[src/design/ffra_pkg.sv]
// Shared types and constants for the first-fit region allocator.
// Field widths, status and operation codes, config register indexes.
// No dependencies; compile first.
package ffra_pkg;

  // Field widths
  localparam int ADDR_W     = 20;
  localparam int FUNC_W     = 1;
  localparam int ID_W       = 5;
  localparam int SIZE_W     = 16;
  localparam int STATUS_W   = 3;
  localparam int CFG_IDX_W  = 1;
  localparam int CFG_DATA_W = ADDR_W + 1;

  // Operation codes
  localparam logic [FUNC_W-1:0] FN_ALLOC = 1'b0;
  localparam logic [FUNC_W-1:0] FN_FREE  = 1'b1;

  // Configuration register indexes
  localparam logic [CFG_IDX_W-1:0] CFG_HEAP_BASE  = 1'b0;
  localparam logic [CFG_IDX_W-1:0] CFG_HEAP_LIMIT = 1'b1;

  // Highest usable exclusive end address
  localparam logic [ADDR_W:0] CAP_MAX = {1'b1, {ADDR_W{1'b0}}};

  typedef enum logic [STATUS_W-1:0] {
    ST_OK           = 3'd0,
    ST_BAD_ID       = 3'd1,
    ST_NO_SPACE     = 3'd2,
    ST_ALREADY_FREE = 3'd3,
    ST_LIST_FULL    = 3'd4
  } status_t;

  // One address range: start and exclusive end
  typedef struct packed {
    logic [ADDR_W-1:0] lo;
    logic [ADDR_W:0]   hi;
  } span_t;

endpackage

[src/design/ffra_if.sv]
// Handshake channels of the region allocator: request and result.
// Depends on ffra_pkg for field widths.
interface ffra_req_if;
  logic                          valid;
  logic                          ready;
  logic [ffra_pkg::FUNC_W-1:0]   func;
  logic [ffra_pkg::ID_W-1:0]     region_id;
  logic [ffra_pkg::SIZE_W-1:0]   req_size;

  modport source (output valid, func, region_id, req_size, input ready);
  modport sink   (input valid, func, region_id, req_size, output ready);
endinterface

interface ffra_rsp_if;
  logic                          valid;
  logic                          ready;
  logic [ffra_pkg::STATUS_W-1:0] status;
  logic [ffra_pkg::ADDR_W-1:0]   region_start;
  logic [ffra_pkg::ADDR_W:0]     region_end;

  modport source (output valid, status, region_start, region_end, input ready);
  modport sink   (input valid, status, region_start, region_end, output ready);
endinterface

[src/design/first_fit_region_allocator_core.sv]
// Allocate scans the free list from the head (entry 0) for the first range that
// fits and carves from its start, closing the gap when it is used whole; with no
// fit it grows the break by whole pages and pushes any unused rest at the head.
// Free shifts the list up, tail first, and pushes the range at the head. A bad id
// or zero-size allocate is refused at accept. Ready only when idle: one at a time.
// Reset (synchronous, rst_n low): empty list, table all free, break 0, no limit.
module first_fit_region_allocator_core #(
  parameter int FREE_SLOTS = 16,
  parameter int SYMBOLS    = 32,
  parameter int PAGE_SIZE  = 256
) (
  input  logic                             clk,
  input  logic                             rst_n,
  ffra_req_if.sink                         in_req,
  ffra_rsp_if.source                       out_rsp,
  input  logic                             cfg_we,
  input  logic [ffra_pkg::CFG_IDX_W-1:0]   cfg_idx,
  input  logic [ffra_pkg::CFG_DATA_W-1:0]  cfg_wdata
);

  localparam int ADDR_W  = ffra_pkg::ADDR_W;
  localparam int SIZE_W  = ffra_pkg::SIZE_W;
  localparam int FS_AW   = $clog2(FREE_SLOTS);
  localparam int CNT_W   = $clog2(FREE_SLOTS + 1);
  localparam int SYM_AW  = $clog2(SYMBOLS);
  // Rounding arithmetic: x = size + page - 1 fits in X_W bits
  localparam int X_W     = SIZE_W + 1;
  localparam int INC_W   = X_W + 1;
  localparam int RECIP_W = X_W + 1;
  localparam int PROD_W  = X_W + RECIP_W;
  localparam logic [RECIP_W-1:0] RECIP   = RECIP_W'((1 << X_W) / PAGE_SIZE);
  localparam logic [INC_W-1:0]   PAGE_V  = INC_W'(PAGE_SIZE);
  localparam logic [X_W-1:0]     PAGE_M1 = X_W'(PAGE_SIZE - 1);
  localparam logic [CNT_W-1:0]   CNT_FULL = CNT_W'(FREE_SLOTS);

  // Sequencer states
  typedef enum logic [13:0] {
    S_IDLE      = 14'b00000000000001,
    S_SCAN_CMP  = 14'b00000000000010,
    S_CARVE     = 14'b00000000000100,
    S_PULL      = 14'b00000000001000,
    S_GROW_MUL  = 14'b00000000010000,
    S_GROW_QP   = 14'b00000000100000,
    S_GROW_FIX  = 14'b00000001000000,
    S_GROW_CHK  = 14'b00000010000000,
    S_FREE_CHK  = 14'b00000100000000,
    S_PUSH_RD   = 14'b00001000000000,
    S_PUSH_MV   = 14'b00010000000000,
    S_PUSH_HEAD = 14'b00100000000000,
    S_RESP      = 14'b01000000000000,
    S_SPARE     = 14'b10000000000000
  } state_t;

  state_t                     state_r, state_nxt;
  logic [CNT_W-1:0]           count_r, count_nxt;
  logic [FS_AW-1:0]           idx_r, idx_nxt;
  logic [ADDR_W:0]            brk_r, brk_nxt;
  logic [ADDR_W:0]            cap_r, cap_nxt;
  logic [SYMBOLS-1:0]         sym_vld_r, sym_vld_nxt;
  logic                       out_valid_r, out_valid_nxt;

  logic [ffra_pkg::ID_W-1:0]  id_r, id_nxt;
  logic [SIZE_W-1:0]          size_r, size_nxt;
  ffra_pkg::span_t            hit_r, hit_nxt;
  ffra_pkg::span_t            ins_r, ins_nxt;
  logic [PROD_W-1:0]          prod_r, prod_nxt;
  logic [INC_W-1:0]           qp_r, qp_nxt;
  logic [INC_W-1:0]           inc_r, inc_nxt;
  ffra_pkg::status_t          res_status_r, res_status_nxt;
  logic [ADDR_W-1:0]          res_lo_r, res_lo_nxt;
  logic [ADDR_W:0]            res_hi_r, res_hi_nxt;
  ffra_pkg::status_t          out_status_r, out_status_nxt;
  logic [ADDR_W-1:0]          out_lo_r, out_lo_nxt;
  logic [ADDR_W:0]            out_hi_r, out_hi_nxt;

  // Free-list memory: head at entry 0
  ffra_pkg::span_t            fl_mem [FREE_SLOTS];
  ffra_pkg::span_t            fl_rd_r;
  logic [FS_AW-1:0]           fl_raddr, fl_waddr;
  logic                       fl_we;
  ffra_pkg::span_t            fl_wdata;

  // Per-id range table; a clear valid bit reads as a free id
  ffra_pkg::span_t            sym_mem [SYMBOLS];
  ffra_pkg::span_t            sym_rd_r;
  logic [SYM_AW-1:0]          sym_raddr;
  logic                       sym_we;
  ffra_pkg::span_t            sym_wdata;

  // Datapath terms
  logic [X_W-1:0]             x_sz;
  logic [X_W-1:0]             q_est;
  logic [INC_W-1:0]           rem;
  logic [INC_W-1:0]           inc_fix;
  logic [ADDR_W+1:0]          brk_new;
  logic [ADDR_W+1:0]          grow_end;
  logic [ADDR_W:0]            scan_sum;
  logic                       fit;
  logic [ADDR_W:0]            carve_end;
  logic [CNT_W-1:0]           idx_p1, idx_p2;
  logic [FS_AW-1:0]           last_idx;
  logic [SYM_AW-1:0]          id_addr;

  assign x_sz      = X_W'(size_r) + PAGE_M1;
  assign q_est     = X_W'(prod_r >> X_W);
  assign rem       = INC_W'(x_sz) - qp_r;
  // Reciprocal estimate is at most one page short: add it back if so
  assign inc_fix   = (rem >= PAGE_V) ? qp_r + PAGE_V : qp_r;
  assign brk_new   = (ADDR_W + 2)'(brk_r) + (ADDR_W + 2)'(inc_r);
  assign grow_end  = (ADDR_W + 2)'(brk_r) + (ADDR_W + 2)'(size_r);
  assign scan_sum  = (ADDR_W + 1)'(fl_rd_r.lo) + (ADDR_W + 1)'(size_r);
  assign fit       = (scan_sum <= fl_rd_r.hi);
  assign carve_end = (ADDR_W + 1)'(hit_r.lo) + (ADDR_W + 1)'(size_r);
  assign idx_p1    = CNT_W'(idx_r) + CNT_W'(1);
  assign idx_p2    = idx_p1 + CNT_W'(1);
  assign last_idx  = FS_AW'(count_r - CNT_W'(1));
  assign id_addr   = SYM_AW'(id_r);

  assign in_req.ready         = (state_r == S_IDLE);
  assign out_rsp.valid        = out_valid_r;
  assign out_rsp.status       = out_status_r;
  assign out_rsp.region_start = out_lo_r;
  assign out_rsp.region_end   = out_hi_r;

  always_comb begin
    state_nxt      = state_r;
    count_nxt      = count_r;
    idx_nxt        = idx_r;
    brk_nxt        = brk_r;
    cap_nxt        = cap_r;
    sym_vld_nxt    = sym_vld_r;
    id_nxt         = id_r;
    size_nxt       = size_r;
    hit_nxt        = hit_r;
    ins_nxt        = ins_r;
    prod_nxt       = prod_r;
    qp_nxt         = qp_r;
    inc_nxt        = inc_r;
    res_status_nxt = res_status_r;
    res_lo_nxt     = res_lo_r;
    res_hi_nxt     = res_hi_r;
    out_status_nxt = out_status_r;
    out_lo_nxt     = out_lo_r;
    out_hi_nxt     = out_hi_r;
    // Drop the result once the sink takes it
    out_valid_nxt  = out_valid_r && !out_rsp.ready;

    fl_raddr       = '0;
    fl_we          = 1'b0;
    fl_waddr       = idx_r;
    fl_wdata       = fl_rd_r;
    sym_raddr      = id_addr;
    sym_we         = 1'b0;
    sym_wdata      = '{lo: hit_r.lo, hi: carve_end};

    // Configuration writes are for the user to make only while idle; the block does not enforce it
    if (cfg_we) begin
      case (cfg_idx)
        ffra_pkg::CFG_HEAP_BASE: begin
          brk_nxt = {1'b0, cfg_wdata[ADDR_W-1:0]};
        end
        ffra_pkg::CFG_HEAP_LIMIT: begin
          cap_nxt = (cfg_wdata > ffra_pkg::CAP_MAX) ? ffra_pkg::CAP_MAX : cfg_wdata;
        end
        default: begin
        end
      endcase
    end

    case (state_r)
      S_IDLE: begin
        // Read the table and the list head ahead of the decision
        sym_raddr = SYM_AW'(in_req.region_id);
        if (in_req.valid) begin
          id_nxt   = in_req.region_id;
          size_nxt = in_req.req_size;
          idx_nxt  = '0;
          if (32'(in_req.region_id) >= SYMBOLS) begin
            res_status_nxt = ffra_pkg::ST_BAD_ID;
            res_lo_nxt     = '0;
            res_hi_nxt     = '0;
            state_nxt      = S_RESP;
          end else if (in_req.func == ffra_pkg::FN_FREE) begin
            state_nxt = S_FREE_CHK;
          end else if (in_req.req_size == '0) begin
            res_status_nxt = ffra_pkg::ST_NO_SPACE;
            res_lo_nxt     = '0;
            res_hi_nxt     = '0;
            state_nxt      = S_RESP;
          end else if (count_r == '0) begin
            state_nxt = S_GROW_MUL;
          end else begin
            state_nxt = S_SCAN_CMP;
          end
        end
      end

      S_SCAN_CMP: begin
        // Compare entry idx while fetching the next one
        fl_raddr = FS_AW'(idx_p1);
        if (fit) begin
          hit_nxt   = fl_rd_r;
          state_nxt = S_CARVE;
        end else if (idx_p1 == count_r) begin
          state_nxt = S_GROW_MUL;
        end else begin
          idx_nxt = FS_AW'(idx_p1);
        end
      end

      S_CARVE: begin
        res_status_nxt   = ffra_pkg::ST_OK;
        res_lo_nxt       = hit_r.lo;
        res_hi_nxt       = carve_end;
        sym_we           = 1'b1;
        sym_vld_nxt[id_addr] = 1'b1;
        if (carve_end == hit_r.hi) begin
          // Exact fit: close the gap
          if (idx_p1 == count_r) begin
            count_nxt = count_r - CNT_W'(1);
            state_nxt = S_RESP;
          end else begin
            fl_raddr  = FS_AW'(idx_p1);
            state_nxt = S_PULL;
          end
        end else begin
          fl_we     = 1'b1;
          fl_waddr  = idx_r;
          fl_wdata  = '{lo: carve_end[ADDR_W-1:0], hi: hit_r.hi};
          state_nxt = S_RESP;
        end
      end

      S_PULL: begin
        // Move entry idx+1 down to idx
        fl_we    = 1'b1;
        fl_waddr = idx_r;
        fl_wdata = fl_rd_r;
        if (idx_p2 == count_r) begin
          count_nxt = count_r - CNT_W'(1);
          state_nxt = S_RESP;
        end else begin
          fl_raddr = FS_AW'(idx_p2);
          idx_nxt  = FS_AW'(idx_p1);
        end
      end

      S_GROW_MUL: begin
        prod_nxt  = x_sz * RECIP;
        state_nxt = S_GROW_QP;
      end

      S_GROW_QP: begin
        qp_nxt    = INC_W'(q_est) * PAGE_V;
        state_nxt = S_GROW_FIX;
      end

      S_GROW_FIX: begin
        inc_nxt   = inc_fix;
        state_nxt = S_GROW_CHK;
      end

      S_GROW_CHK: begin
        if (count_r == CNT_FULL) begin
          res_status_nxt = ffra_pkg::ST_LIST_FULL;
          res_lo_nxt     = '0;
          res_hi_nxt     = '0;
          state_nxt      = S_RESP;
        end else if (brk_new > (ADDR_W + 2)'(cap_r)) begin
          res_status_nxt = ffra_pkg::ST_NO_SPACE;
          res_lo_nxt     = '0;
          res_hi_nxt     = '0;
          state_nxt      = S_RESP;
        end else begin
          res_status_nxt = ffra_pkg::ST_OK;
          res_lo_nxt     = brk_r[ADDR_W-1:0];
          res_hi_nxt     = grow_end[ADDR_W:0];
          sym_we         = 1'b1;
          sym_wdata      = '{lo: brk_r[ADDR_W-1:0], hi: grow_end[ADDR_W:0]};
          sym_vld_nxt[id_addr] = 1'b1;
          brk_nxt        = brk_new[ADDR_W:0];
          if (grow_end == brk_new) begin
            // Whole new range used: the list is left as it was
            state_nxt = S_RESP;
          end else begin
            ins_nxt = '{lo: grow_end[ADDR_W-1:0], hi: brk_new[ADDR_W:0]};
            if (count_r == '0) begin
              state_nxt = S_PUSH_HEAD;
            end else begin
              idx_nxt   = last_idx;
              state_nxt = S_PUSH_RD;
            end
          end
        end
      end

      S_FREE_CHK: begin
        if (!sym_vld_r[id_addr]) begin
          res_status_nxt = ffra_pkg::ST_ALREADY_FREE;
          res_lo_nxt     = '0;
          res_hi_nxt     = '0;
          state_nxt      = S_RESP;
        end else if (count_r == CNT_FULL) begin
          res_status_nxt = ffra_pkg::ST_LIST_FULL;
          res_lo_nxt     = '0;
          res_hi_nxt     = '0;
          state_nxt      = S_RESP;
        end else begin
          sym_vld_nxt[id_addr] = 1'b0;
          res_status_nxt = ffra_pkg::ST_OK;
          res_lo_nxt     = sym_rd_r.lo;
          res_hi_nxt     = sym_rd_r.hi;
          ins_nxt        = sym_rd_r;
          if (count_r == '0) begin
            state_nxt = S_PUSH_HEAD;
          end else begin
            idx_nxt   = last_idx;
            state_nxt = S_PUSH_RD;
          end
        end
      end

      S_PUSH_RD: begin
        fl_raddr  = idx_r;
        state_nxt = S_PUSH_MV;
      end

      S_PUSH_MV: begin
        // Shift entry idx up one place, tail first
        fl_we    = 1'b1;
        fl_waddr = FS_AW'(idx_p1);
        fl_wdata = fl_rd_r;
        fl_raddr = idx_r - FS_AW'(1);
        if (idx_r == '0) begin
          state_nxt = S_PUSH_HEAD;
        end else begin
          idx_nxt = idx_r - FS_AW'(1);
        end
      end

      S_PUSH_HEAD: begin
        fl_we     = 1'b1;
        fl_waddr  = '0;
        fl_wdata  = ins_r;
        count_nxt = count_r + CNT_W'(1);
        state_nxt = S_RESP;
      end

      S_RESP: begin
        if (!out_valid_r || out_rsp.ready) begin
          out_valid_nxt  = 1'b1;
          out_status_nxt = res_status_r;
          out_lo_nxt     = res_lo_r;
          out_hi_nxt     = res_hi_r;
          state_nxt      = S_IDLE;
        end
      end

      default: begin
        state_nxt = S_IDLE;
      end
    endcase
  end

  // Control state
  always_ff @(posedge clk) begin
    if (!rst_n) begin
      state_r     <= S_IDLE;
      count_r     <= '0;
      idx_r       <= '0;
      brk_r       <= '0;
      cap_r       <= ffra_pkg::CAP_MAX;
      sym_vld_r   <= '0;
      out_valid_r <= 1'b0;
    end else begin
      state_r     <= state_nxt;
      count_r     <= count_nxt;
      idx_r       <= idx_nxt;
      brk_r       <= brk_nxt;
      cap_r       <= cap_nxt;
      sym_vld_r   <= sym_vld_nxt;
      out_valid_r <= out_valid_nxt;
    end
  end

  // Payload registers
  always_ff @(posedge clk) begin
    id_r         <= id_nxt;
    size_r       <= size_nxt;
    hit_r        <= hit_nxt;
    ins_r        <= ins_nxt;
    prod_r       <= prod_nxt;
    qp_r         <= qp_nxt;
    inc_r        <= inc_nxt;
    res_status_r <= res_status_nxt;
    res_lo_r     <= res_lo_nxt;
    res_hi_r     <= res_hi_nxt;
    out_status_r <= out_status_nxt;
    out_lo_r     <= out_lo_nxt;
    out_hi_r     <= out_hi_nxt;
  end

  // Free-list memory: one write, one registered read a cycle
  always_ff @(posedge clk) begin
    if (fl_we) begin
      fl_mem[fl_waddr] <= fl_wdata;
    end
    fl_rd_r <= fl_mem[fl_raddr];
  end

  // Range table memory
  always_ff @(posedge clk) begin
    if (sym_we) begin
      sym_mem[id_addr] <= sym_wdata;
    end
    sym_rd_r <= sym_mem[sym_raddr];
  end

endmodule

[src/flat_wrapper.sv]
// flat-port wrapper written by rule: the top's interface ports become plain ports
module first_fit_region_allocator_core_flat 
#(
  parameter int FREE_SLOTS = 16,
  parameter int SYMBOLS    = 32,
  parameter int PAGE_SIZE  = 256
)
  (clk, rst_n, cfg_we, cfg_idx, cfg_wdata, in_req_valid, in_req_func, in_req_region_id, in_req_req_size, in_req_ready, out_rsp_valid, out_rsp_status, out_rsp_region_start, out_rsp_region_end, out_rsp_ready);
  ffra_req_if in_req_i ();
  ffra_rsp_if out_rsp_i ();
  input  logic clk;
  input  logic rst_n;
  input  logic cfg_we;
  input  logic [ffra_pkg::CFG_IDX_W-1:0] cfg_idx;
  input  logic [ffra_pkg::CFG_DATA_W-1:0] cfg_wdata;
  input wire logic [$bits(in_req_i.valid)-1:0] in_req_valid;
  input wire logic [$bits(in_req_i.func)-1:0] in_req_func;
  input wire logic [$bits(in_req_i.region_id)-1:0] in_req_region_id;
  input wire logic [$bits(in_req_i.req_size)-1:0] in_req_req_size;
  output wire logic [$bits(in_req_i.ready)-1:0] in_req_ready;
  output wire logic [$bits(out_rsp_i.valid)-1:0] out_rsp_valid;
  output wire logic [$bits(out_rsp_i.status)-1:0] out_rsp_status;
  output wire logic [$bits(out_rsp_i.region_start)-1:0] out_rsp_region_start;
  output wire logic [$bits(out_rsp_i.region_end)-1:0] out_rsp_region_end;
  input wire logic [$bits(out_rsp_i.ready)-1:0] out_rsp_ready;
  assign in_req_i.valid = in_req_valid;
  assign in_req_i.func = in_req_func;
  assign in_req_i.region_id = in_req_region_id;
  assign in_req_i.req_size = in_req_req_size;
  assign in_req_ready = in_req_i.ready;
  assign out_rsp_valid = out_rsp_i.valid;
  assign out_rsp_status = out_rsp_i.status;
  assign out_rsp_region_start = out_rsp_i.region_start;
  assign out_rsp_region_end = out_rsp_i.region_end;
  assign out_rsp_i.ready = out_rsp_ready;
  first_fit_region_allocator_core #(.FREE_SLOTS(FREE_SLOTS), .SYMBOLS(SYMBOLS), .PAGE_SIZE(PAGE_SIZE)) u_core (.clk(clk), .rst_n(rst_n), .in_req(in_req_i), .out_rsp(out_rsp_i), .cfg_we(cfg_we), .cfg_idx(cfg_idx), .cfg_wdata(cfg_wdata));
endmodule
[config.mk]
export PLATFORM = sky130hd
export DESIGN_NAME = first_fit_region_allocator_core_flat
export DESIGN_NICKNAME = d
export VERILOG_FILES = /design/src/design/ffra_pkg.sv /design/src/design/ffra_if.sv /design/src/design/first_fit_region_allocator_core.sv /design/src/flat_wrapper.sv
export SDC_FILE = /design/constraint.sdc
export NUM_CORES = 2
export LEC_CHECK = 0
export BUFFER_PORTS_ARGS = -buffer_cell sky130_fd_sc_hd__buf_2
export CAP_MARGIN = 20
export CELL_PAD_IN_SITES_DETAIL_PLACEMENT = 1
export CELL_PAD_IN_SITES_GLOBAL_PLACEMENT = 1
export CORE_MARGIN = 3
export CORE_UTILIZATION = 30
export CTS_CLUSTER_DIAMETER = 80
export DETAILED_ROUTE_END_ITERATION = 12
export PLACE_DENSITY = 0.59
export REMOVE_ABC_BUFFERS = 1
export SLEW_MARGIN = 20
export SYNTH_ARGS = -nofsm -noshare
export SYNTH_HDL_FRONTEND = slang
export SYNTH_SLANG_ARGS = --single-unit
export TNS_END_PERCENT = 10
[constraint.sdc]
create_clock -name clk -period 13.9 [get_ports clk]
set_clock_uncertainty 0.05 [all_clocks]
set_input_delay 0.695 -clock clk [delete_from_list [all_inputs] [get_ports clk]]
set_output_delay 0.695 -clock clk [all_outputs]
set_load 0.02 [all_outputs]
==> results_dict.tcl <==
set metrics [dict create \
    cts.path.max_buffers 4 \
    yosysMostFrequentCell "edfxtp_1" \
    total_power_mw 19.1 \
    ys_seq_elements 2366 \
    die_x_um 581 \
    vdd_drop_max_uv 100 \
    finalNetCount 7541 \
    dp_slack_ns 6.65 \
    swShare_pct 29.3 \
    synth_area_sq_um 99000 \
    async_flop_share_pct 0 \
    synth_area_leaders "edfxtp_1 66%, nand2_1 4.2%, a211oi_1 3.8%, dfxtp_1 3.6%, mux2i_1 2.3%" \
    critPathKind "flop to flop" \
    path_clk_slew_ns 0.06 \
    crit_end "u_core.sym_mem[18][27]" \
    drc 0 \
    whs_ns 0.0968 \
    critical_path_required_ns 14.43 \
    htreeDepth 5 \
    slowest_delay_ns 0.75 \
    yosysTopAreaCell "edfxtp_1" \
    r2r-end "u_core.sym_mem[18][27]" \
    maxCapViolCount 0 \
    std_cell_rows 210 \
    pwr-share-seq_pct 44.8 \
    final.period_utilization_pct 50.9 \
    crit_arrival_ns 7.61 \
    final_area_sq_um 114000 \
    path_depth 17 \
    p_leak_nw 37.4 \
    slew_headroom_pct 25.4 \
    crit_slowest_cell "o22ai_1" \
    layout-drive-gt1-share_pct 11.6 \
    netSwitchingPower_mw 5.61 \
    netlist_instances 7269 \
    area_growth_pct 15.5 \
    r2r_setup_slack_ns 6.82 \
    hold_path_class "primary input to flop" \
    yosys_warnings 0 \
    crit_chain "ha_1 -> or2_2 -> a21oi_1 -> a21oi_1 -> a311oi_1 -> nor2_1 -> a211oi_1 -> ha_1 -> nand4_1 -> nor3_1 -> o211ai_1 -> and4b_1 -> o22ai_1 -> or3_2 -> buf_4 -> nand2_1 -> nand2_2" \
    worst_pin_slew_ns 1.12 \
    avgSynthCellArea_sq_um 13.6 \
    yosysUniqueCellTypes 97 \
    nFillCells 34460 \
    antenna_left 0 \
    grt_pass1_wl_mm 469 \
    die_y_um 581 \
    start_util_pct 30.2 \
    intPower_mw 13.5 \
    place_congestion 0.890 \
    avgViaCountPerCell 5.32 \
    min_period_ns 7.08 \
    wl_mm 327 \
    grt_max_degree 167 \
    overflow 0 \
    port_buffers 94 \
    dpl.hpwl_mm 196 \
    cts_setup_buffers 0 \
    synth_edf_count 2187 \
    cp_num_buf_inv 1 \
    grt_pass1_vias 64998 \
    insertion_delay_ns 0.91 \
    fmax_mhz 141 \
    pin_count 95 \
    reg2reg_depth 17 \
    antenna_found_initial 28 \
    drt-initial-drc-count 5310 \
    worstSetupStartpoint "u_core.brk_r[13]" \
    rsz0062_at_grt "no" \
    power_density_nw_per_um2 167 \
    die-area_sq_um 337000 \
    firstDrtPassIters 6 \
    synth_top_cells_by_count "2187 x edfxtp_1, 1105 x nand2_1, 506 x a211oi_1, 405 x clkbuf_1, 355 x and2_1" \
    core_sq_um 328000 \
    reg2reg_from "u_core.brk_r[13]" \
    grt_use_total_pct 18.7 \
    setup_tns_ns 0 \
    setup_slack_ns 6.82 \
    numCtsBuffers 276 \
    wl_per_cell_um 27.4 \
    setup.worst_path.end_class "flop" \
    root_buffer "clkbuf_16" \
    placed_cell_area_sq_um 105000 \
    via_count 63609 \
    outcome "finished, final reports clean" \
    clkPwrFrac_pct 37.3 \
    path_max_fanout 53 \
    yosysTopAreaCellShare_pct 66.3 \
    clock_sinks 2366 \
    seq_area_frac_synth_pct 69.9 \
    combinationalPowerShare_pct 17.9 \
    cp_top_family "simple AND/OR/NAND/NOR gates" \
    cts_tree "built" \
    synthFlopType "edfxtp_1" \
    setup_viol 0 \
    hold_violations 0 \
    worst_setup_path_start_kind "flop" \
    slew_viol_final 0 \
]
## cell families after synthesis
group | count (synthesis) | share of synthesized area, %
AO/OA/AOI/OAI | 1707 | 12.2
adder cells (fa/ha/maj) | 120 | 1.55
multiplexers | 298 | 3.19
AND/OR/NAND/NOR | 2075 | 9.65
flip-flops | 2366 | 69.9
buffers and inverters | 580 | 2.32
XOR/XNOR | 123 | 1.16
## repair_timing
action	CTS	global route
hold buffers	23	0
hold endpoints to repair	25	0
gates resized for setup	0	0
## cell usage in the layout (no fill, tap or decap), types with 38 or more instances in the layout
cell	n
ha_1	115
nand3_1	83
xnor2_1	79
nand4_1	39
dfxtp_1	179
xor2_1	38
a211oi_1	506
a31oi_1	190
a22oi_1	66
buf_2	94
nor2_1	203
clkbuf_16	283
o2bb2ai_1	52
a21o_1	73
a21oi_1	235
a311oi_1	177
inv_1	102
mux2_2	59
and2_1	354
clkbuf_1	75
nor3_1	56
nor2_4	45
o21ai_0	127
buf_4	167
edfxtp_1	2187
nand2_1	1094
mux2i_1	222
## registers in the layout (all words and copies together) (netlist names), 4 cells and up, named ones only
register,count
u_core.sym_mem,1312
u_core.fl_mem,656
u_core.fl_rd_r,41
u_core.hit_r,41
u_core.ins_r,41
u_core.sym_rd_r,41
u_core.brk_r,21
u_core.cap_r,21
u_core.out_rsp.region_end,21
u_core.res_hi_r,21
u_core.out_rsp.region_start,20
u_core.res_lo_r,20
u_core.size_r,16
u_core.state_r,13
u_core.inc_r,10
u_core.prod_r,9
u_core.qp_r,9
u_core.count_r,5
u_core.id_addr,5
u_core.idx_r,4
## power by group through the flow
stage / registers (mW) / clock network, mW / logic (mW)
finish: 8.57 / 7.13 / 3.43
global route: 8.56 / 7.58 / 3.77
CTS: 8.55 / 7.30 / 3.45
detailed placement: 8.69 / 0 / 3.42
global placement: 8.70 / 0 / 3.33
floorplan: 8.49 / 0 / 2.90
## stage by stage
| step | instances | util (%) |
|---|---|---|
| 6_report | 11949 | 34.9 |
| 5_1_grt | 11942 | 34.9 |
| 4_1_cts | 11939 | 34.8 |
| 3_5_place_dp | 11416 | 32.1 |
| 3_3_place_gp | 11414 | 32.1 |
| 2_1_floorplan | 6797 | - |
## worst reg2reg max path, cell delays in order, from the launching register on
cell and delay (ns):
dfxtp_1 0.50, ha_1 0.32, or2_2 0.32, a21oi_1 0.16, a21oi_1 0.08, a311oi_1 0.38, nor2_1 0.12, a211oi_1 0.71
ha_1 0.25, nand4_1 0.10, nor3_1 0.41, o211ai_1 0.16, and4b_1 0.20, o22ai_1 0.75, or3_2 0.43, buf_4 0.68
nand2_1 0.44, nand2_2 0.63
## layout make-up
type                       count  area (sq um)  share of cell area [%]
inverter                     108           412                   0.360
clock inverter               115          1120                   0.978
sequential                  2366         69300                    60.6
multi-input combinational   4323         28200                    24.6
clock buffer                 385          7730                    6.76
timing repair buffer         297          2200                    1.93
tap                         4346          5440                    4.76
antenna                        9          22.5                  0.0197
## layer usage
metal  global-route usage (%)  up-vias  routed length [um]
met5                        0        -                  57
li1                         -    28100                   -
met4                     7.44        8               14100
met3                     2.24      532               14500
met1                     24.3    33347              139000
met2                     31.8     1622              159000
## how the worst min path moves through the flow
stage | cells after the start | start | end | slack, ns
2_1_floorplan | 0 | u_core.res_hi_r[0] | u_core.out_rsp.region_end[0] | 0.35
3_3_place_gp | 0 | u_core.prod_r[23] | u_core.qp_r[14] | 0.35
3_5_place_dp | 0 | u_core.res_lo_r[2] | u_core.out_rsp.region_start[2] | 0.36
4_1_cts | 3 | cfg_wdata[13] | u_core.brk_r[13] | 0.03
5_1_grt | 1 | in_req_req_size[4] | u_core.size_r[4] | 0.05
6_report | 3 | cfg_wdata[10] | u_core.brk_r[10] | 0.1
Note: power is estimated with default switching activity, not from simulation.
